<file path="src/rtl/core/zhw_pkg.sv">
// Shared types and constants of the ZIP header walker.
package zhw_pkg;

	localparam int OFFSET_BITS = 32;

	localparam logic [31:0] SIG_LOCAL   = 32'h04034b50;
	localparam logic [31:0] SIG_END     = 32'h06054b50;
	localparam logic [31:0] SIG_CENTRAL = 32'h02014b50;

	localparam logic [5:0] LOCAL_LEN   = 6'd30;
	localparam logic [5:0] CENTRAL_LEN = 6'd46;
	localparam logic [5:0] SIG_LEN     = 6'd4;
	localparam logic [3:0] DESC_LEN    = 4'd12;
	localparam int         DESC_FLAG_BIT = 3;

	typedef enum logic [2:0] {
		KIND_ENTRY     = 3'd0,
		KIND_END       = 3'd1,
		KIND_BAD_FIRST = 3'd2,
		KIND_UNKNOWN   = 3'd3,
		KIND_TRUNC     = 3'd4
	} zhw_kind_t;

	typedef struct packed {
		logic [7:0] stream_byte;
		logic       final_byte;
	} zhw_item_t;

	typedef struct packed {
		zhw_kind_t   result_kind;
		logic [15:0] entry_number;
		logic [15:0] method_code;
		logic [31:0] packed_size;
		logic [31:0] unpacked_size;
		logic [15:0] name_length;
		logic [31:0] name_offset;
		logic [31:0] data_offset;
		logic [31:0] failed_signature;
	} zhw_result_t;

endpackage

</file>
<file path="src/rtl/core/zhw_in_if.sv">
// Byte channel carrying archive bytes with a last-byte mark.
interface zhw_in_if;
	logic       valid;
	logic       ready;
	logic [7:0] stream_byte;
	logic       final_byte;

	modport source (output valid, output stream_byte, output final_byte, input ready);
	modport sink (input valid, input stream_byte, input final_byte, output ready);
	modport monitor (input valid, input ready, input stream_byte, input final_byte);
endinterface

</file>
<file path="src/rtl/core/zhw_out_if.sv">
// Result channel carrying entry, end and error words.
interface zhw_out_if;
	logic        valid;
	logic        ready;
	logic [2:0]  result_kind;
	logic [15:0] entry_number;
	logic [15:0] method_code;
	logic [31:0] packed_size;
	logic [31:0] unpacked_size;
	logic [15:0] name_length;
	logic [31:0] name_offset;
	logic [31:0] data_offset;
	logic [31:0] failed_signature;

	modport source (
		output valid, output result_kind, output entry_number, output method_code,
		output packed_size, output unpacked_size, output name_length,
		output name_offset, output data_offset, output failed_signature,
		input ready
	);
	modport sink (
		input valid, input result_kind, input entry_number, input method_code,
		input packed_size, input unpacked_size, input name_length,
		input name_offset, input data_offset, input failed_signature,
		output ready
	);
	modport monitor (
		input valid, input ready, input result_kind, input entry_number,
		input method_code, input packed_size, input unpacked_size,
		input name_length, input name_offset, input data_offset,
		input failed_signature
	);
endinterface

</file>
<file path="src/rtl/core/zhw_in_stage.sv">
// Input register: holds one accepted archive word until the parser takes it.
module zhw_in_stage
	import zhw_pkg::*;
(
	input  logic      clk,
	input  logic      arst_n,
	zhw_in_if.sink    archive,
	input  logic      advance,
	output logic      valid_s1,
	output zhw_item_t item_s1
);

	logic accept;

	assign archive.ready = !valid_s1 || advance;
	assign accept        = archive.valid && archive.ready;

	always_ff @(posedge clk or negedge arst_n) begin
		if (!arst_n) begin
			valid_s1 <= 1'b0;
		end else if (accept) begin
			valid_s1 <= 1'b1;
		end else if (advance) begin
			valid_s1 <= 1'b0;
		end
	end

	always_ff @(posedge clk) begin
		if (accept) begin
			item_s1.stream_byte <= archive.stream_byte;
			item_s1.final_byte  <= archive.final_byte;
		end
	end

endmodule

</file>
<file path="src/rtl/core/zhw_parser.sv">
// Record parser: signature matching, header field capture and skip counting.
module zhw_parser
	import zhw_pkg::*;
(
	input  logic        clk,
	input  logic        arst_n,
	input  logic        step,
	input  zhw_item_t   item,
	output logic        res_valid,
	output zhw_result_t res
);

	typedef enum logic [2:0] {
		PH_FIRST,
		PH_SIG,
		PH_LOCAL,
		PH_CENTRAL,
		PH_SKIP,
		PH_DONE
	} phase_t;

	phase_t                 phase_q, phase_d;
	logic [5:0]             count_q, count_d;
	logic [31:0]            sig_q, sig_d;
	logic [31:0]            word0_q, word0_d;
	logic [63:0]            word1_q, word1_d;
	logic [47:0]            word2_q, word2_d;
	logic [32:0]            skip_q, skip_d;
	logic [OFFSET_BITS-1:0] offset_q, offset_d;
	logic [15:0]            entries_q, entries_d;

	logic [OFFSET_BITS-1:0] offset_inc;
	logic [OFFSET_BITS-1:0] data_pos;
	logic [15:0]            nlen;
	logic [15:0]            xlen;
	logic [32:0]            skip_dec;
	logic [5:0]             count_inc;
	logic [1:0]             idx0;
	logic [2:0]             idx1;
	logic [1:0]             idx2l;
	logic [2:0]             idx2c;
	logic                   found;
	zhw_result_t            res_d;

	always_comb begin
		phase_d   = phase_q;
		count_d   = count_q;
		sig_d     = sig_q;
		word0_d   = word0_q;
		word1_d   = word1_q;
		word2_d   = word2_q;
		skip_d    = skip_q;
		entries_d = entries_q;
		found     = 1'b0;
		res_d     = '0;
		nlen      = '0;
		xlen      = '0;
		data_pos  = '0;

		count_inc  = count_q + 6'd1;
		offset_inc = offset_q + OFFSET_BITS'(1);
		offset_d   = offset_inc;
		idx0       = 2'(count_q - 6'd6);
		idx1       = 3'(count_q - 6'd18);
		idx2l      = 2'(count_q - 6'd26);
		idx2c      = 3'(count_q - 6'd28);
		skip_dec   = (skip_q != '0) ? skip_q - 33'd1 : skip_q;

		case (phase_q)
			PH_FIRST, PH_SIG: begin
				sig_d   = {item.stream_byte, sig_q[31:8]};
				count_d = count_inc;
				if (count_inc >= SIG_LEN) begin
					if (phase_q == PH_FIRST && sig_d != SIG_LOCAL) begin
						found                  = 1'b1;
						res_d.result_kind      = KIND_BAD_FIRST;
						res_d.failed_signature = sig_d;
						phase_d                = PH_DONE;
					end else if (sig_d == SIG_LOCAL) begin
						phase_d = PH_LOCAL;
					end else if (sig_d == SIG_CENTRAL) begin
						phase_d = PH_CENTRAL;
					end else if (sig_d == SIG_END) begin
						found             = 1'b1;
						res_d.result_kind = KIND_END;
						phase_d           = PH_DONE;
					end else begin
						found                  = 1'b1;
						res_d.result_kind      = KIND_UNKNOWN;
						res_d.failed_signature = sig_d;
						phase_d                = PH_DONE;
					end
				end
			end
			PH_LOCAL: begin
				if (count_q >= 6'd6 && count_q <= 6'd9) begin
					word0_d[idx0*8 +: 8] = item.stream_byte;
				end else if (count_q >= 6'd18 && count_q <= 6'd25) begin
					word1_d[idx1*8 +: 8] = item.stream_byte;
				end else if (count_q >= 6'd26 && count_q <= 6'd29) begin
					word2_d[idx2l*8 +: 8] = item.stream_byte;
				end
				count_d = count_inc;
				if (count_inc >= LOCAL_LEN) begin
					// Name and extra lengths of the header just completed, last byte merged.
					nlen                = word2_d[15:0];
					xlen                = word2_d[31:16];
					data_pos            = offset_inc + OFFSET_BITS'(32'(nlen))
						+ OFFSET_BITS'(32'(xlen));
					found               = 1'b1;
					res_d.result_kind   = KIND_ENTRY;
					res_d.entry_number  = entries_q;
					res_d.method_code   = word0_d[31:16];
					res_d.packed_size   = word1_d[31:0];
					res_d.unpacked_size = word1_d[63:32];
					res_d.name_length   = nlen;
					res_d.name_offset   = 32'(offset_inc);
					res_d.data_offset   = 32'(data_pos);
					if (entries_q != 16'hFFFF) begin
						entries_d = entries_q + 16'd1;
					end
					skip_d = 33'(word1_d[31:0]) + 33'(nlen) + 33'(xlen)
						+ (word0_d[DESC_FLAG_BIT] ? 33'(DESC_LEN) : 33'd0);
					if (skip_d != '0) begin
						phase_d = PH_SKIP;
						count_d = '0;
					end else begin
						phase_d = PH_SIG;
						count_d = '0;
						sig_d   = '0;
					end
				end
			end
			PH_CENTRAL: begin
				if (count_q >= 6'd28 && count_q <= 6'd33) begin
					word2_d[idx2c*8 +: 8] = item.stream_byte;
				end
				count_d = count_inc;
				if (count_inc >= CENTRAL_LEN) begin
					skip_d = 33'(word2_q[15:0]) + 33'(word2_q[31:16]) + 33'(word2_q[47:32]);
					if (skip_d != '0) begin
						phase_d = PH_SKIP;
						count_d = '0;
					end else begin
						phase_d = PH_SIG;
						count_d = '0;
						sig_d   = '0;
					end
				end
			end
			PH_SKIP: begin
				skip_d = skip_dec;
				if (skip_dec == '0) begin
					phase_d = PH_SIG;
					count_d = '0;
					sig_d   = '0;
				end
			end
			default: begin
			end
		endcase

		// End of stream: flag a short stream, then rearm from scratch.
		if (item.final_byte) begin
			if (phase_q != PH_DONE && (!found || res_d.result_kind == KIND_ENTRY)) begin
				found             = 1'b1;
				res_d             = '0;
				res_d.result_kind = KIND_TRUNC;
			end
			phase_d   = PH_FIRST;
			count_d   = '0;
			sig_d     = '0;
			skip_d    = '0;
			offset_d  = '0;
			entries_d = '0;
		end
	end

	assign res_valid = found;
	assign res       = res_d;

	always_ff @(posedge clk or negedge arst_n) begin
		if (!arst_n) begin
			phase_q   <= PH_FIRST;
			count_q   <= '0;
			sig_q     <= '0;
			skip_q    <= '0;
			offset_q  <= '0;
			entries_q <= '0;
		end else if (step) begin
			phase_q   <= phase_d;
			count_q   <= count_d;
			sig_q     <= sig_d;
			skip_q    <= skip_d;
			offset_q  <= offset_d;
			entries_q <= entries_d;
		end
	end

	// Header words are fully rewritten before every read.
	always_ff @(posedge clk) begin
		if (step) begin
			word0_q <= word0_d;
			word1_q <= word1_d;
			word2_q <= word2_d;
		end
	end

endmodule

</file>
<file path="src/rtl/core/zhw_out_stage.sv">
// Result register: holds one result word until the receiver takes it.
module zhw_out_stage
	import zhw_pkg::*;
(
	input  logic        clk,
	input  logic        arst_n,
	input  logic        load,
	input  zhw_result_t res,
	zhw_out_if.source   report,
	output logic        free
);

	logic        valid_q;
	zhw_result_t res_q;

	assign free = !valid_q || report.ready;

	always_ff @(posedge clk or negedge arst_n) begin
		if (!arst_n) begin
			valid_q <= 1'b0;
		end else if (load) begin
			valid_q <= 1'b1;
		end else if (report.ready) begin
			valid_q <= 1'b0;
		end
	end

	always_ff @(posedge clk) begin
		if (load) begin
			res_q <= res;
		end
	end

	assign report.valid            = valid_q;
	assign report.result_kind      = res_q.result_kind;
	assign report.entry_number     = res_q.entry_number;
	assign report.method_code      = res_q.method_code;
	assign report.packed_size      = res_q.packed_size;
	assign report.unpacked_size    = res_q.unpacked_size;
	assign report.name_length      = res_q.name_length;
	assign report.name_offset      = res_q.name_offset;
	assign report.data_offset      = res_q.data_offset;
	assign report.failed_signature = res_q.failed_signature;

endmodule

</file>
<file path="src/rtl/core/zip_header_walker_unit.sv">
// Top level of the ZIP header walker: input register, parser, result register.
//
// Channel archive takes the archive one byte per word, in file order, with
// final_byte set on the last byte. Channel report gives at most one result
// word per byte: an entry for each local file header (on its 30th byte),
// an end word for the end-of-central-directory signature, or an error word
// (bad first signature, unknown signature, truncated stream).
// An accepted byte waits in the input register; the parser decodes it and its
// result, if any, loads into the result register when the byte advances.
// Throughput: one byte per cycle unless report stalls, every byte the same; the
// parser updates its record state from the registered byte in a single step.
// After an end or error word, bytes are dropped until the last byte; every
// last byte returns the parser to its reset state, so the next archive can
// follow at once.
// Reset (arst_n low) empties both registers and rearms the parser.
// When the receiver stalls, the result word holds and the parser stops with
// it, whether or not the next byte gives a result; the held byte waits in the
// input register and archive.ready drops until report is taken.
module zip_header_walker_unit
	import zhw_pkg::*;
(
	input  logic      clk,
	input  logic      arst_n,
	zhw_in_if.sink    archive,
	zhw_out_if.source report
);

	logic        valid_s1;
	zhw_item_t   item_s1;
	logic        out_free;
	logic        advance;
	logic        res_valid;
	zhw_result_t res;

	// Advance the held byte whenever the result register can take a word.
	assign advance = valid_s1 && out_free;

	zhw_in_stage u_in_stage (
		.clk      (clk),
		.arst_n   (arst_n),
		.archive  (archive),
		.advance  (advance),
		.valid_s1 (valid_s1),
		.item_s1  (item_s1)
	);

	zhw_parser u_parser (
		.clk       (clk),
		.arst_n    (arst_n),
		.step      (advance),
		.item      (item_s1),
		.res_valid (res_valid),
		.res       (res)
	);

	// Load a result word only for bytes that produce one.
	zhw_out_stage u_out_stage (
		.clk    (clk),
		.arst_n (arst_n),
		.load   (advance && res_valid),
		.res    (res),
		.report (report),
		.free   (out_free)
	);

endmodule

</file>
<file path="src/flat_wrapper.sv">
// flat-port wrapper written by rule: the top's interface ports become plain ports
module zip_header_walker_unit_flat import zhw_pkg::*;
  (clk, arst_n, archive_valid, archive_stream_byte, archive_final_byte, archive_ready, report_valid, report_result_kind, report_entry_number, report_method_code, report_packed_size, report_unpacked_size, report_name_length, report_name_offset, report_data_offset, report_failed_signature, report_ready);
  zhw_in_if archive_i ();
  zhw_out_if report_i ();
  input  logic clk;
  input  logic arst_n;
  input wire logic [$bits(archive_i.valid)-1:0] archive_valid;
  input wire logic [$bits(archive_i.stream_byte)-1:0] archive_stream_byte;
  input wire logic [$bits(archive_i.final_byte)-1:0] archive_final_byte;
  output wire logic [$bits(archive_i.ready)-1:0] archive_ready;
  output wire logic [$bits(report_i.valid)-1:0] report_valid;
  output wire logic [$bits(report_i.result_kind)-1:0] report_result_kind;
  output wire logic [$bits(report_i.entry_number)-1:0] report_entry_number;
  output wire logic [$bits(report_i.method_code)-1:0] report_method_code;
  output wire logic [$bits(report_i.packed_size)-1:0] report_packed_size;
  output wire logic [$bits(report_i.unpacked_size)-1:0] report_unpacked_size;
  output wire logic [$bits(report_i.name_length)-1:0] report_name_length;
  output wire logic [$bits(report_i.name_offset)-1:0] report_name_offset;
  output wire logic [$bits(report_i.data_offset)-1:0] report_data_offset;
  output wire logic [$bits(report_i.failed_signature)-1:0] report_failed_signature;
  input wire logic [$bits(report_i.ready)-1:0] report_ready;
  assign archive_i.valid = archive_valid;
  assign archive_i.stream_byte = archive_stream_byte;
  assign archive_i.final_byte = archive_final_byte;
  assign archive_ready = archive_i.ready;
  assign report_valid = report_i.valid;
  assign report_result_kind = report_i.result_kind;
  assign report_entry_number = report_i.entry_number;
  assign report_method_code = report_i.method_code;
  assign report_packed_size = report_i.packed_size;
  assign report_unpacked_size = report_i.unpacked_size;
  assign report_name_length = report_i.name_length;
  assign report_name_offset = report_i.name_offset;
  assign report_data_offset = report_i.data_offset;
  assign report_failed_signature = report_i.failed_signature;
  assign report_i.ready = report_ready;
  zip_header_walker_unit u_core (.clk(clk), .arst_n(arst_n), .archive(archive_i), .report(report_i));
endmodule
</file>
<file path="config.mk">
export PLATFORM = sky130hd
export DESIGN_NAME = zip_header_walker_unit_flat
export DESIGN_NICKNAME = d
export VERILOG_FILES = /design/src/rtl/core/zhw_pkg.sv /design/src/rtl/core/zhw_in_if.sv /design/src/rtl/core/zhw_out_if.sv /design/src/rtl/core/zhw_in_stage.sv /design/src/rtl/core/zhw_parser.sv /design/src/rtl/core/zhw_out_stage.sv /design/src/rtl/core/zip_header_walker_unit.sv /design/src/flat_wrapper.sv
export SDC_FILE = /design/constraint.sdc
export NUM_CORES = 1
export LEC_CHECK = 0
export ABC_AREA = 0
export BUFFER_PORTS_ARGS = -buffer_cell sky130_fd_sc_hd__buf_4
export CORE_ASPECT_RATIO = 0.5
export CORE_MARGIN = 2
export CORE_UTILIZATION = 46
export DETAILED_ROUTE_END_ITERATION = 6
export GPL_ROUTABILITY_DRIVEN = 0
export PLACE_DENSITY = 0.68
export SLEW_MARGIN = 20
export SYNTH_ARGS = -nofsm -noshare
export SYNTH_HDL_FRONTEND = slang
export SYNTH_SLANG_ARGS = --single-unit
</file>
<file path="constraint.sdc">
create_clock -name clk -period 43.6 [get_ports clk]
set_input_delay 6.54 -clock clk [delete_from_list [all_inputs] [get_ports clk]]
set_output_delay 6.54 -clock clk [all_outputs]
set_load 0.1 [all_outputs]
</file>
==> impl_metrics.csv, run 1 <==
group,metric,value,unit
run_status,status,"completed",
sta,setup_slack,29.92,ns
routing,num_vias,19900,
sta,grt_setup_unrepaired,"no",
yosys,ys_types,82,
die,row_count,61,
sta,fmax,73.1,MHz
die,io-pin-count,226,
yosys,ys_seq_elements,465,
worst_setup_path,slowest_stage,"buf_4",
worst_setup_path,reg2reg_depth,19,
worst_setup_path,crit_path_max_fanout,3,
sta,setup_tns,0,ns
clock_network,clk_latency,0.59,ns
worst_setup_path,critical_path.most_common_cell,"buf_4",
worst_setup_path,start_kind,"input port",
sta,worst_pin_slew,1.22,ns
routing,antenna_left,0,
die,die_y,171,um
cells_and_area,antenna_cells,0,
sta,finalCritPeriodShare,0.314,
sta,timing.hold.ws,0.508,ns
die,die_x,339,um
worst_setup_path,end_kind,"primary output",
routing,drcViolationCount,0,
clock_network,post-cts-setup-buffers,0,
sta,skew,0.0214,ns
routing,wirelength,72.1,mm
yosys,synth_fp_nets,2633,
yosys,ys_async_sr_fraction,0.249,
clock_network,htree_num_levels,2,
global_routing,overflow,0,
global_routing,grt_pass1_wl,111,mm
clock_network,root_buffer,"clkbuf_16",
global_routing,grt_max_degree,93,
routing,via_per_inst,5.74,
global_routing,grt_usage,0.245,
die,coreArea,0.0554,mm2
clock_network,cts.path.max_buffers,3,
yosys,synth_xor_xnor_area_share,0.0395,
worst_setup_path,critPathKind,"input port to primary output",
yosys,synth_top_family_by_area,"simple AND/OR/NAND/NOR gates",
pwr,leakage,12.0,nW
worst_setup_path,max_stage_delay,0.24,ns
clock_network,cts_tree,"done",
job,max-cap-violations,0,
place,dp_hpwl,50.6,mm
sta,finalSetupViolations,0,
routing,dr.pass1.iters,6,
yosys,synth_adder_area_share,0.0782,
yosys,synth_edf_count,349,
yosys,syn_area_per_cell,10.3,um2
cells_and_area,layout-drive-gt1-share,0.141,
clock_network,numCtsBuffers,45,
routing,drt_iter0_markers,2146,
place,io_buffers,225,
sta,finalCriticalPeriod,13.68,ns
cells_and_area,nets,2817,
worst_setup_path,worst_ep_arrival_time,7.14,ns
yosys,synth-compound-area-share,0.119,
yosys,muxShareOfSynthArea,0.0200,
routing,wire_per_inst,20.8,um
sta,maxSlewViolCount,0,
global_routing,grt_pass1_vias,19000,
yosys,synthCells,2491,
yosys,yosysSeqAreaShare,0.520,
clock_network,cts_resized,0,
cells_and_area,syn_to_final_growth,15.6,%
worst_setup_path,path_cells,"buf_4 > nor2b_1 > nand2_1 > buf_4",
yosys,yosysWarnings,0,
die,initial_core_util,0.465,
pwr,vdd_drop_max,0.0373,mV
yosys,synthFlopType,"edfxtp_1",
place,place_ws,29.94,ns
yosys,netlist_area,0.0257,mm2
sta,hold_violations,0,
global_routing,antenna_found_initial,1,
pwr,p_per_area,66.7,mW/mm2
min_path,hold_depth,2,
yosys,synthSimpleGateAreaFrac,0.188,
sta,slew-limit-headroom,0.168,
worst_setup_path,required,37.06,ns
clock_network,ctsHoldBuffers,0,
min_path,hp-class,"register to register",
clock_network,clock-sinks,465,
clock_network,cts.clk_slew.worst_paths,0.06,ns
die,dieArea,0.0580,mm2
==> layout make-up <==
type / instances / area, um2
fillers: 4900 / 25700
flip-flops and latches: 465 / 13400
multi-input cells: 1779 / 11500
repair buffers: 260 / 1970
clock buffers: 62 / 1270
well taps: 756 / 946
inverters: 124 / 465
clock inverters: 20 / 236
==> through the flow <==
| step | cells | power, mW | cell area (um2) | utilization |
|---|---|---|---|---|
| finish | 3466 | 1.98 | 29800 | 0.537 |
| global route | 3466 | 2.09 | 29800 | 0.537 |
| CTS | 3465 | 1.97 | 29700 | 0.537 |
| detailed placement | 3383 | 1.56 | 28200 | 0.509 |
| global placement | 3383 | 1.55 | 28200 | 0.509 |
| floorplan | 2491 | 1.33 | 25700 | - |
==> placed cells by master (no fill, tap or decap), drive strengths merged, types with 18 or more instances in the layout <==
master  Yosys  layout
edfxtp    349     349
mux2i      29      29
a21oi     116     116
nand3      57      57
mux2       20      20
and3       32      32
fa         53      53
xnor2      65      65
nor2      269     269
xor2       51      51
a21o       19      19
buf        12     260
dfrtp     116     116
nor3       53      53
nand4      27      27
a22o       35      35
and2      141     141
nand2b     18      18
inv       122     123
nor4       27      27
o21ai     191     191
nand2     278     278
clkbuf    111      62
ha         76      76
==> critical path: cells and delay by family <==
family	cells	cell delay [ns]
buf+inv	2	0.35
simple gates	2	0.23
==> sequential cells by signal, summed over array words and instances (netlist names), 17 cells and up <==
signal	cells
u_core.u_parser.word1_q	64
u_core.u_out_stage.report.packed_size	32
u_core.u_out_stage.report.failed_signature	32
u_core.u_out_stage.report.data_offset	32
u_core.u_parser.word2_q	48
u_core.u_parser.offset_q	32
u_core.u_out_stage.report.unpacked_size	32
u_core.u_parser.sig_q	24
u_core.u_parser.skip_q	33
u_core.u_parser.word0_q	17
u_core.u_out_stage.report.name_offset	32
==> Yosys cell counts (all sizes together) (57+ instances only) <==
master  count  share of area
ha         76          0.037
and2      141          0.034
edfxtp    349           0.41
clkbuf    111          0.016
nor2      269          0.039
xnor2      65          0.022
o21ai     191          0.037
nand2     278          0.041
nand3      57          0.011
inv       122          0.018
dfrtp     116           0.11
a21oi     116          0.023
==> metal layers <==
| layer | GRT usage | vias to the layer above | wire length (um) |
|---|---|---|---|
| met5 | 0 | - | 0 |
| li1 | - | 9232 | - |
| met1 | 0.349 | 9751 | 31700 |
| met2 | 0.388 | 807 | 32800 |
| met3 | 0.0468 | 116 | 6230 |
| met4 | 0.0587 | 0 | 1390 |
==> cell families after synthesis <==
logic type      Yosys count
fa+ha+maj               129
xor+xnor                116
flops                   465
compound gates          494
buf+inv                 247
mux                      49
simple gates            991
==> power by group <==
group	internal [mW]	total (mW)	leakage, nW	switching, mW
Sequential	0.564	0.625	4.92	0.0603
Clock	0.234	0.408	0.734	0.174
Combinational	0.289	0.951	6.34	0.662
==> path summary, 6_finish.rpt <==
| check | startpoint | endpoint | slack [ns] |
|---|---|---|---|
| setup / recovery | report_ready | archive_ready | 29.92 |
| hold / removal | u_core.u_parser.offset_q[31] | u_core.u_parser.offset_q[31] | 0.51 |
| setup reg to reg | u_core.u_parser.count_q[0] | u_core.u_parser.sig_q[17] | 34.77 |
| hold reg to reg | u_core.u_parser.offset_q[31] | u_core.u_parser.offset_q[31] | 0.51 |
| max in group asynchronous | arst_n | u_core.u_parser.skip_q[12] | 36.23 |
| min in group asynchronous | arst_n | u_core.u_parser.offset_q[11] | 6.13 |
No activity file was read; power rests on OpenSTA's default activity.
==> run 2, diff against run 1 <==
==> constraint.sdc (replaced) <==
create_clock -name clk -period 14 [get_ports clk]
set_input_delay 2.1 -clock clk [delete_from_list [all_inputs] [get_ports clk]]
set_output_delay 2.1 -clock clk [all_outputs]
set_load 0.1 [all_outputs]
==> run 2 against run 1 <==
  * Worst setup slack got worse by 25 ns
  * Via count rose by 0.54%
  * Non-clock buffer count rose by 2
  * Clock skew rose by 0.00077 ns
  * Combinational power rose to 3.1 times the previous value
  * Cell area did not move
  * Global-route usage rose by 0.13 points
  * Sequential power rose to 3.1 times the previous value
  * Flip-flop and latch count did not move
  * Count of clock-buffer cells in the layout fell by 7
  * Critical path type is now register to register
  * Largest cell class unchanged
==> impl_metrics.csv, run 2 (synthesis results as in run 1) <==
group,metric,value,unit
sta,worst_pin_slew,1.09,ns
sta,finalCriticalPeriod,9.03,ns
cells_and_area,largest_reg_flops,64,
global_routing,grt_pass1_wl,111,mm
clock_network,clock-sinks,465,
job,max-cap-violations,0,
cells_and_area,top_register,"u_core.u_parser.word1_q",
worst_setup_path,worst_ep_arrival_time,9.52,ns
pwr,total_power,6.19,mW
global_routing,antenna_found_initial,1,
cells_and_area,reg_top3,"u_core.u_parser.word1_q (64), u_core.u_parser.word2_q (48), u_core.u_parser.skip_q (33)",
routing,drcViolationCount,0,
routing,dr.pass1.iters,6,
worst_setup_path,critPathKind,"register to register",
clock_network,cts.clk_slew.worst_paths,0.07,ns
sta,grt_setup_unrepaired,"no",
sta,finalCritPeriodShare,0.645,
routing,num_vias,20000,
sta,skew,0.0221,ns
cells_and_area,stdcell_area,0.0298,mm2
routing,via_per_inst,5.77,
global_routing,grt_pass1_vias,18900,
pwr,leakage,12.0,nW
min_path,hold_depth,2,
clock_network,post-cts-setup-buffers,0,
worst_setup_path,end_kind,"register",
global_routing,grt_max_degree,81,
die,row_count,61,
cells_and_area,final_common_cell,"edfxtp_1",
sta,fmax,111,MHz
cells_and_area,fillCellCount,4877,
sta,finalSetupViolations,0,
clock_network,cts_tree,"done",
worst_setup_path,start_kind,"register",
clock_network,ctsHoldBuffers,0,
clock_network,numCtsBuffers,44,
die,initial_core_util,0.465,
global_routing,overflow,0,
pwr,p_per_area,208,mW/mm2
cells_and_area,fin_util,0.537,
run_status,status,"completed",
die,die_y,171,um
routing,wire_per_inst,21.1,um
worst_setup_path,required,14.49,ns
clock_network,cts.path.max_buffers,3,
pwr,vdd_drop_max,0.102,mV
place,place_area,0.0283,mm2
routing,antenna_left,0,
place,io_buffers,225,
sta,hold_violations,0,
cells_and_area,nets,2818,
place,dp_hpwl,52.5,mm
clock_network,htree_num_levels,2,
sta,maxSlewViolCount,0,
worst_setup_path,reg2reg_depth,22,
clock_network,clk_latency,0.57,ns
worst_setup_path,crit_path_max_fanout,24,
clock_network,root_buffer,"clkbuf_16",
sta,slew-limit-headroom,0.269,
die,dieArea,0.0580,mm2
sta,setup_tns,0,ns
die,io-pin-count,226,
cells_and_area,layout_common_cells,"349 x edfxtp_1, 277 x nand2_1, 267 x nor2_1",
global_routing,grt_usage,0.246,
cells_and_area,antenna_cells,0,
die,die_x,339,um
clock_network,cts_resized,0,
die,coreArea,0.0554,mm2
min_path,hp-class,"register to register",
routing,wirelength,73.0,mm
cells_and_area,layout-drive-gt1-share,0.145,
routing,drt_iter0_markers,2376,
cells_and_area,syn_to_final_growth,15.6,%
[run 2: cell types whose count changed in the layout (fill, tap and decap cells not counted), sizes merged]
cell | before | now
inv | 123 | 124
clkinvlp | 2 | 6
buf | 260 | 262
clkbuf | 62 | 55
[run 2: metrics by stage]
step / std cells / hold WS, ns / setup WS (ns)
after floorplan: 2491 / 0.460 / 1.67
after global placement: 3386 / 0.487 / 5.81
after CTS: 3466 / 0.521 / 5.32
after global routing: 3466 / 0.536 / 4.53
after detailed placement: 3386 / 0.505 / 5.39
final: 3466 / 0.515 / 4.97
[run 2: layout make-up]
type,count,area [um2],share of cell area
clock buffer,55,1190,0.0401
clock inverter,25,295,0.00992
inverter,124,465,0.0156
multi-input combinational,1779,11500,0.387
sequential,465,13400,0.450
tap,756,946,0.0318
timing repair buffer,262,1970,0.0661
[run 2: worst max-delay path: stages (launching register included)]
cell and delay (ns):
dfrtp_1 0.80, inv_1 0.29, ha_1 0.55, clkinv_1 0.32
nor2_1 0.85, nand4_1 0.78, nor2_1 0.27, a21oi_1 0.12
fa_1 0.47, inv_1 0.08, fa_1 0.41, ha_1 0.24
a211oi_1 0.34, o21ai_0 0.20, a21oi_1 0.33, o211ai_1 0.28
a311oi_1 0.74, nor2_1 0.17, a221oi_1 0.31, a211oi_1 0.11
and3_1 0.20, o31ai_4 0.83, a22o_1 0.25
[run 2: path summary, 6_finish.rpt]
check | from | end | slack (ns)
hold reg to reg | u_core.u_parser.offset_q[31] | u_core.u_parser.offset_q[31] | 0.52
setup reg to reg | u_core.u_parser.count_q[0] | u_core.u_parser.sig_q[19] | 4.97
max in group asynchronous | arst_n | u_core.u_parser.entries_q[10] | 11.57
hold / removal | u_core.u_parser.offset_q[31] | u_core.u_parser.offset_q[31] | 0.52
setup / recovery | u_core.u_parser.count_q[0] | u_core.u_parser.sig_q[19] | 4.97
min in group asynchronous | arst_n | u_core.u_parser.skip_q[12] | 1.44
[run 2: power breakdown]
| group | switching, mW | internal [mW] |
|---|---|---|
| Combinational | 2.08 | 0.908 |
| Clock | 0.544 | 0.705 |
| Sequential | 0.190 | 1.76 |
| Total | 2.82 | 3.37 |
[run 2: layer usage]
metal	track usage	up-vias	wire length, um
met4	0.0671	0	1840
li1	-	9238	-
met5	0	-	0
met3	0.0489	127	6460
met1	0.347	9779	31600
met2	0.389	869	33100
